===== config.mk =====
export PLATFORM = sky130hd
export DESIGN_NAME = media_box_header_scanner_top
export DESIGN_NICKNAME = d
export VERILOG_FILES = /design/src/design/mbhs_pkg.sv /design/src/design/media_box_header_scanner_top.sv /design/src/design/mbhs_parser.sv
export SDC_FILE = /design/constraint.sdc
export NUM_CORES = 2
export LEC_CHECK = 0
export ABC_AREA = 1
export BUFFER_PORTS_ARGS = -buffer_cell sky130_fd_sc_hd__clkbuf_2
export CAP_MARGIN = 20
export CORE_MARGIN = 4
export CORE_UTILIZATION = 40
export CTS_CLUSTER_DIAMETER = 200
export DETAILED_ROUTE_END_ITERATION = 7
export MAX_ROUTING_LAYER = met4
export PLACE_DENSITY = 0.6
export SYNTH_ARGS = -nofsm -noshare
export SYNTH_HDL_FRONTEND = slang
export SYNTH_SLANG_ARGS = --single-unit

===== constraint.sdc =====
create_clock -name clk -period 31.7 [get_ports clk]
set_input_delay 4.755 -clock clk [delete_from_list [all_inputs] [get_ports clk]]
set_output_delay 4.755 -clock clk [all_outputs]
set_load 0.03 [all_outputs]

===== src/design/mbhs_pkg.sv =====
// Shared types and constants for the media box header scanner.
// Used by mbhs_parser, media_box_header_scanner_top and the testbench; depends on nothing.
package mbhs_pkg;

  // Width of the configuration register index.
  localparam int CFG_IDX_W = 2;

  // Configuration register indexes.
  localparam logic [CFG_IDX_W-1:0] REG_REGION_START = 2'd0;
  localparam logic [CFG_IDX_W-1:0] REG_REGION_END   = 2'd1;

  // Result status codes.
  localparam logic [1:0] ST_NORMAL   = 2'd0;
  localparam logic [1:0] ST_TO_END   = 2'd1;
  localparam logic [1:0] ST_BAD_SIZE = 2'd2;

  // Four-character code 'uuid'.
  localparam logic [31:0] TYPE_UUID = 32'h7575_6964;

  // Header lengths.
  localparam logic [5:0] HLEN_BASE  = 6'd8;
  localparam logic [5:0] HLEN_LARGE = 6'd8;
  localparam logic [5:0] HLEN_UUID  = 6'd16;

  // One word on the result channel.
  typedef struct packed {
    logic [63:0] box_offset;
    logic [63:0] box_size;
    logic [31:0] box_type;
    logic [5:0]  header_length;
    logic [63:0] uuid_upper;
    logic [63:0] uuid_lower;
    logic [1:0]  status;
    logic        last;
  } mbhs_result_t;

endpackage


===== src/design/media_box_header_scanner_top.sv =====
// Top level of the media box header scanner: configuration registers,
// input register, output register. Depends on mbhs_pkg and mbhs_parser.
//
// The scanner walks a region of a box-structured media file, one byte per
// word on the input channel, starting at region_start. For every box header
// it reads (32-bit size, 32-bit type, optional 64-bit large size, optional
// 16-byte uuid) it delivers one result word with the box offset, total size,
// type, header length, uuid and a status, and then skips the box payload by
// counting bytes. The scan ends on a size of zero (status 1, size runs to
// region_end), on a size smaller than the header (status 2; discard the whole
// run), or on a box that reaches region_end; that result carries last = 1 and
// later bytes are dropped without a result. The block takes one byte every
// clock cycle while the output register has room: a byte is held
// in the input register, and the result it completes is loaded into
// the output register when the parser steps on that byte. Every byte
// updates the scan position, header count and payload counter. The
// output register holds a result until it is taken;
// while a result waits under out_stall, the input side stalls after one more
// byte. Writing region_start or region_end restarts the scan; write them only
// while no byte is in flight. Offsets are OFFSET_BITS wide and wrap; written
// offsets are truncated to that width.
module media_box_header_scanner_top #(
  parameter int OFFSET_BITS = 64
) (
  input  logic                          clk,
  input  logic                          rst_n,
  // Configuration write channel.
  input  logic                          cfg_valid,
  output logic                          cfg_ready,
  input  logic [mbhs_pkg::CFG_IDX_W-1:0] cfg_index,
  input  logic [63:0]                   cfg_data,
  // Input byte channel.
  input  logic                          in_valid,
  output logic                          in_stall,
  input  logic [7:0]                    in_data_byte,
  // Result channel.
  output logic                          out_valid,
  input  logic                          out_stall,
  output logic [63:0]                   out_box_offset,
  output logic [63:0]                   out_box_size,
  output logic [31:0]                   out_box_type,
  output logic [5:0]                    out_header_length,
  output logic [63:0]                   out_uuid_upper,
  output logic [63:0]                   out_uuid_lower,
  output logic [1:0]                    out_status,
  output logic                          out_last
);
  import mbhs_pkg::*;

  logic [OFFSET_BITS-1:0] start_r, start_nxt;
  logic [OFFSET_BITS-1:0] end_r, end_nxt;
  logic                   cfg_wr;

  logic                   in_vld_r;
  logic [7:0]             in_byte_r;
  logic                   out_vld_r;
  mbhs_result_t           out_r;

  logic                   out_room;
  logic                   step;
  logic                   in_acc;
  logic                   res_vld;
  mbhs_result_t           res;

  // Configuration is always accepted; the scan restarts on a valid write to region_start or region_end.
  assign cfg_ready = 1'b1;
  assign cfg_wr    = cfg_valid && cfg_ready
                   && (cfg_index == REG_REGION_START || cfg_index == REG_REGION_END);

  always_comb begin
    start_nxt = start_r;
    end_nxt   = end_r;
    if (cfg_valid && cfg_ready) begin
      case (cfg_index)
        REG_REGION_START: start_nxt = cfg_data[OFFSET_BITS-1:0];
        REG_REGION_END:   end_nxt   = cfg_data[OFFSET_BITS-1:0];
        default: ;
      endcase
    end
  end

  always_ff @(posedge clk) begin
    if (!rst_n) begin
      start_r <= '0;
      end_r   <= '0;
    end else begin
      start_r <= start_nxt;
      end_r   <= end_nxt;
    end
  end

  // The parser advances whenever a byte waits in the input register and the output register can take a result.
  assign out_room = !out_vld_r || !out_stall;
  assign step     = in_vld_r && out_room;
  assign in_stall = in_vld_r && !out_room;
  assign in_acc   = in_valid && !in_stall;

  always_ff @(posedge clk) begin
    if (!rst_n) begin
      in_vld_r <= 1'b0;
    end else if (in_acc) begin
      in_vld_r <= 1'b1;
    end else if (step) begin
      in_vld_r <= 1'b0;
    end
  end

  always_ff @(posedge clk) begin
    if (in_acc) begin
      in_byte_r <= in_data_byte;
    end
  end

  mbhs_parser #(
    .OFFSET_BITS (OFFSET_BITS)
  ) u_parser (
    .clk         (clk),
    .rst_n       (rst_n),
    .restart     (cfg_wr),
    .restart_pos (start_nxt),
    .restart_fin (start_nxt >= end_nxt),
    .region_end  (end_r),
    .step        (step),
    .data_byte   (in_byte_r),
    .res_vld     (res_vld),
    .res         (res)
  );

  // Output register: loads a new result or drains when the consumer takes it.
  always_ff @(posedge clk) begin
    if (!rst_n) begin
      out_vld_r <= 1'b0;
    end else if (res_vld) begin
      out_vld_r <= 1'b1;
    end else if (!out_stall) begin
      out_vld_r <= 1'b0;
    end
  end

  always_ff @(posedge clk) begin
    if (res_vld) begin
      out_r <= res;
    end
  end

  assign out_valid         = out_vld_r;
  assign out_box_offset    = out_r.box_offset;
  assign out_box_size      = out_r.box_size;
  assign out_box_type      = out_r.box_type;
  assign out_header_length = out_r.header_length;
  assign out_uuid_upper    = out_r.uuid_upper;
  assign out_uuid_lower    = out_r.uuid_lower;
  assign out_status        = out_r.status;
  assign out_last          = out_r.last;

endmodule


===== src/design/mbhs_parser.sv =====
// Header parser core: scan position, header byte assembly, payload skip
// counter and result formation. Depends on mbhs_pkg.
module mbhs_parser #(
  parameter int OFFSET_BITS = 64
) (
  input  logic                     clk,
  input  logic                     rst_n,
  input  logic                     restart,
  input  logic [OFFSET_BITS-1:0]   restart_pos,
  input  logic                     restart_fin,
  input  logic [OFFSET_BITS-1:0]   region_end,
  input  logic                     step,
  input  logic [7:0]               data_byte,
  output logic                     res_vld,
  output mbhs_pkg::mbhs_result_t   res
);
  import mbhs_pkg::*;

  // Largest offset, zero-extended to 64 bits.
  localparam logic [63:0] OFS_MASK = (OFFSET_BITS >= 64) ? 64'hFFFF_FFFF_FFFF_FFFF
                                   : ((64'd1 << OFFSET_BITS) - 64'd1);

  logic [OFFSET_BITS-1:0] pos_r, pos_nxt;
  logic [OFFSET_BITS-1:0] box_start_r, box_start_nxt;
  logic [OFFSET_BITS-1:0] dist_r;
  logic                   be_past_r;
  logic [4:0]             cnt_r, cnt_nxt;
  logic [31:0]            size_r, size_nxt;
  logic [31:0]            type_r, type_nxt;
  logic [63:0]            large_r, large_nxt;
  logic [63:0]            uhi_r, uhi_nxt;
  logic [63:0]            ulo_r, ulo_nxt;
  logic [63:0]            rem_r, rem_nxt;
  logic                   fin_r, fin_nxt;

  logic [31:0] sw, tw;
  logic [63:0] lw, uh, ul;
  logic [4:0]  uuid_at;
  logic [5:0]  hlen;
  logic [5:0]  k_inc;
  logic [63:0] size;
  logic [63:0] room;
  logic        last;
  logic [1:0]  status;

  // Distance to the region end and whether the box starts at or past it.
  // Valid well before a header completes, since a header has at least 8 bytes.
  always_ff @(posedge clk) begin
    dist_r    <= region_end - box_start_r;
    be_past_r <= (box_start_r >= region_end);
  end

  always_comb begin
    pos_nxt       = pos_r;
    box_start_nxt = box_start_r;
    cnt_nxt       = cnt_r;
    size_nxt      = size_r;
    type_nxt      = type_r;
    large_nxt     = large_r;
    uhi_nxt       = uhi_r;
    ulo_nxt       = ulo_r;
    rem_nxt       = rem_r;
    fin_nxt       = fin_r;
    res_vld       = 1'b0;
    last          = 1'b0;
    status        = ST_NORMAL;

    // Start of a header clears the assembled words.
    sw = (cnt_r == 5'd0) ? 32'd0 : size_r;
    tw = (cnt_r == 5'd0) ? 32'd0 : type_r;
    lw = (cnt_r == 5'd0) ? 64'd0 : large_r;
    uh = (cnt_r == 5'd0) ? 64'd0 : uhi_r;
    ul = (cnt_r == 5'd0) ? 64'd0 : ulo_r;

    uuid_at = (cnt_r >= 5'd8 && sw == 32'd1) ? 5'd16 : 5'd8;
    if (cnt_r < 5'd4) begin
      sw = {sw[23:0], data_byte};
    end else if (cnt_r < 5'd8) begin
      tw = {tw[23:0], data_byte};
    end else if (cnt_r < uuid_at) begin
      lw = {lw[55:0], data_byte};
    end else if (cnt_r < uuid_at + 5'd8) begin
      uh = {uh[55:0], data_byte};
    end else begin
      ul = {ul[55:0], data_byte};
    end

    hlen = HLEN_BASE + ((sw == 32'd1) ? HLEN_LARGE : 6'd0)
         + ((tw == TYPE_UUID) ? HLEN_UUID : 6'd0);
    k_inc = {1'b0, cnt_r} + 6'd1;
    size  = (sw == 32'd1) ? lw : {32'd0, sw};
    room  = OFS_MASK - 64'(box_start_nxt);

    if (size == 64'd0) begin
      size   = 64'(dist_r);
      status = ST_TO_END;
      last   = 1'b1;
    end else if (size < 64'(hlen)) begin
      status = ST_BAD_SIZE;
      last   = 1'b1;
    end else if (size > room || be_past_r || size >= 64'(dist_r)) begin
      last   = 1'b1;
    end

    if (step && !fin_r) begin
      pos_nxt = pos_r + OFFSET_BITS'(1);
      if (rem_r != 64'd0) begin
        rem_nxt = rem_r - 64'd1;
      end else begin
        if (cnt_r == 5'd0) begin
          box_start_nxt = pos_r;
        end
        size_nxt  = sw;
        type_nxt  = tw;
        large_nxt = lw;
        uhi_nxt   = uh;
        ulo_nxt   = ul;
        if (k_inc < hlen) begin
          cnt_nxt = k_inc[4:0];
        end else begin
          cnt_nxt = 5'd0;
          res_vld = 1'b1;
          if (last) begin
            fin_nxt = 1'b1;
          end else begin
            rem_nxt = size - 64'(hlen);
          end
        end
      end
    end

    res.box_offset    = 64'(box_start_nxt);
    res.box_size      = size;
    res.box_type      = tw;
    res.header_length = hlen;
    res.uuid_upper    = uh;
    res.uuid_lower    = ul;
    res.status        = status;
    res.last          = last;
  end

  always_ff @(posedge clk) begin
    if (!rst_n) begin
      pos_r <= '0;
      cnt_r <= 5'd0;
      rem_r <= 64'd0;
      fin_r <= 1'b1;
    end else if (restart) begin
      pos_r <= restart_pos;
      cnt_r <= 5'd0;
      rem_r <= 64'd0;
      fin_r <= restart_fin;
    end else begin
      pos_r <= pos_nxt;
      cnt_r <= cnt_nxt;
      rem_r <= rem_nxt;
      fin_r <= fin_nxt;
    end
  end

  always_ff @(posedge clk) begin
    box_start_r <= box_start_nxt;
    size_r      <= size_nxt;
    type_r      <= type_nxt;
    large_r     <= large_nxt;
    uhi_r       <= uhi_nxt;
    ulo_r       <= ulo_nxt;
  end

endmodule


==> flow_summary.yaml <==
yosys:
  ys_types: 68
  avgSynthCellArea_um2: 8.38
  synth_adder_area_share: 0.0672
  synth_area_leaders: "edfxtp_1, dfxtp_1, nand2_1, ha_1, inv_1"
  synth_top_cell_by_area: "edfxtp_1"
  syn-instance-count: 6056
  ys_warn_count: 0
  synth_compound_area_frac: 0.106
  synth-seq-cells: 951
  seq_area_frac_synth: 0.485
  yosys.area_share.simple: 0.227
  synth_top_cell_area_share: 0.330
  async_flop_share: 0
  synth_ff_type: "edfxtp_1"
  synth_edf_count: 558
  synth_top_family_by_area: "simple AND/OR/NAND/NOR gates"
  synthMuxAreaShare: 0.0118
  synthXorXnorAreaFrac: 0.0243
  syn_area_um2: 50700
clocking:
  cts_max_path_buffers: 3
  cts_setup_buffers: 0
  cts_buffers: 107
  cts.sinks: 951
  htree_levels: 3
  cts_tree: "yes"
  ctsHoldBuffers: 0
  cts_resized: 0
  clock_latency_ns: 0.77
  cts_root_buffer: "clkbuf_16"
  clk_pin_slew_worst_paths_ns: 0.06
placement:
  placedCellCount: 7899
  dp_hpwl_um: 125000
  port_buffers: 374
  placed_cell_area_um2: 54100
  globalplace.congestion: 0.996
  post-place-ws_ns: 21.71
cells_and_area:
  syn_to_final_growth_pct: 14.2
  utilization: 0.461
  finish.instance_area_um2: 58000
  drive_gt1_frac: 0.117
  layout.nets: 6710
  fillCellCount: 12400
  fin_cells: 8104
die:
  coreArea_um2: 126000
  std_cell_rows: 130
  start_util: 0.404
  die_area_um2: 133000
  io_pins: 379
  die_h_um: 364
  die-width_um: 364
timing:
  finClkSkew_ns: 0.0851
  hold_viol: 0
  setup_viol: 0
  setup_ws_ns: 21.70
  rsz0062_at_grt: "no"
  worst_slew_pin_slew_ns: 1.09
  min_period_over_period: 0.315
  tns_ns: 0
  drv_slew: 0
  whs_ns: 0.483
  relSlewSlack: 0.274
  period_minus_slack_ns: 10.0
  fmax_mhz: 100
grt:
  grt_max_degree: 159
  track_usage: 0.250
  grt_antenna_before_repair: 2
  grt_pass1_vias: 40900
  grt_pass1_wl_um: 248000
  grt_overflow: 0
critical_path:
  path_class: "input port to output pin"
  worstPathArrival_ns: 5.24
  cp.required_ns: 26.95
  start_kind: "input port"
  critPathCaptureType: "output pin"
  crit_path_max_fanout: 2
routing:
  vias_per_cell: 5.37
  drtIter0Drc: 4610
  antenna_left: 0
  wl_per_cell_um: 20.5
  first_pass_iters: 6
  vias: 43500
  drt_wl_total_um: 166000
  drc: 0
status:
  status: "finished, final reports clean"
power_and_ir_drop:
  power_mw: 3.43
  leakagePower_nw: 27.2
  ir_drop_uv: 59.2
  power_density_nw_per_um2: 59.3
flow_run:
  cap_violations: 0
min_path:
  hold_path_class: "register to register"
-- critical path, stage by stage --
cell and delay (ns):
clkbuf_2 0.08, nand2_1 0.05, nor2_1 0.13, clkbuf_2 0.23
-- Yosys cell counts (8+ instances only) --
| cell | number |
|---|---|
| ha_1 | 271 |
| o21ai_0 | 359 |
| xnor2_1 | 42 |
| nand3_1 | 404 |
| nand2_2 | 19 |
| or2_2 | 63 |
| inv_1 | 764 |
| nand3b_1 | 8 |
| buf_1 | 13 |
| a211oi_1 | 22 |
| nor2_2 | 17 |
| mux2i_1 | 60 |
| o221ai_1 | 11 |
| o22ai_1 | 30 |
| o21bai_1 | 10 |
| and2_1 | 13 |
| o21ai_1 | 25 |
| a21oi_1 | 393 |
| clkbuf_1 | 158 |
| nor4_1 | 38 |
| inv_2 | 24 |
| dfxtp_1 | 393 |
| buf_6 | 15 |
| a21boi_0 | 9 |
| nor3_1 | 84 |
| a31oi_1 | 80 |
| nor2_1 | 696 |
| xor2_1 | 99 |
| o21a_1 | 9 |
| nand2_1 | 1110 |
| edfxtp_1 | 558 |
| nand4_1 | 152 |
| buf_4 | 10 |
| buf_2 | 23 |
-- placed cells by master, fill, tap and decap left out, types with 25 or more instances in the layout --
cell type	count
buf_4	35
xor2_1	99
nor4_1	37
edfxtp_1	558
o22ai_1	30
nand3_1	402
ha_1	271
xnor2_1	42
inv_1	761
inv_2	26
a31oi_1	80
mux2i_1	60
nand4_1	152
o21ai_1	25
clkbuf_16	109
nand2_1	1106
dfxtp_1	393
o21ai_0	359
clkbuf_2	374
or2_2	63
nor2_1	689
a21oi_1	392
nor3_1	82
-- area by class of cell --
cell class / instances / area (µm²) / share of cell area
timing repair buffer: 411 / 2180 / 0.0377
clock inverter: 65 / 893 / 0.0154
inverter: 791 / 2970 / 0.0513
sequential: 951 / 24600 / 0.425
tap: 1650 / 2060 / 0.0356
multi-input combinational: 4097 / 22300 / 0.384
antenna: 1 / 2.50 / 0.0000432
clock buffer: 138 / 2940 / 0.0507
-- report_power, final --
part	internal (mW)	switching [mW]
clock	0.792	0.547
sequential	1.41	0.0783
combinational	0.191	0.412
total	2.40	1.04
-- per-layer routing --
metal / global-route usage / vias to the layer above / part of all wire
li1: - / 21100 / -
met1: 0.342 / 20400 / 0.45
met2: 0.378 / 1741 / 0.44
met3: 0.0411 / 296 / 0.079
met4: 0.0854 / 0 / 0.035
met5: - / - / 0
-- cell families (layout without fill, tap and decap cells) --
logic type,Yosys count,in the layout
adders and majority gates,272,272
muxes,60,60
buffers and inverters,1010,1405
xor gates and xnor gates,141,141
AOI/OAI and AO/OA,987,987
and+or+nand+nor,2633,2633
other,2,5
DFF,951,951
-- final timing paths --
check	from	end	slack, ns	cells past startpoint
worst max-delay path	out_stall	in_stall	21.70	4
worst min-delay path	u_parser.rem_r[62]$_SDFFE_PP0P_	u_parser.rem_r[62]$_SDFFE_PP0P_	0.48	2
worst max register to register	u_parser.cnt_r[0]$_SDFFE_PP0P_	u_parser.rem_r[63]$_SDFFE_PP0P_	22.62	42
worst min register to register	u_parser.rem_r[62]$_SDFFE_PP0P_	u_parser.rem_r[62]$_SDFFE_PP0P_	0.48	2
No activity file was read; power rests on OpenSTA's default activity.
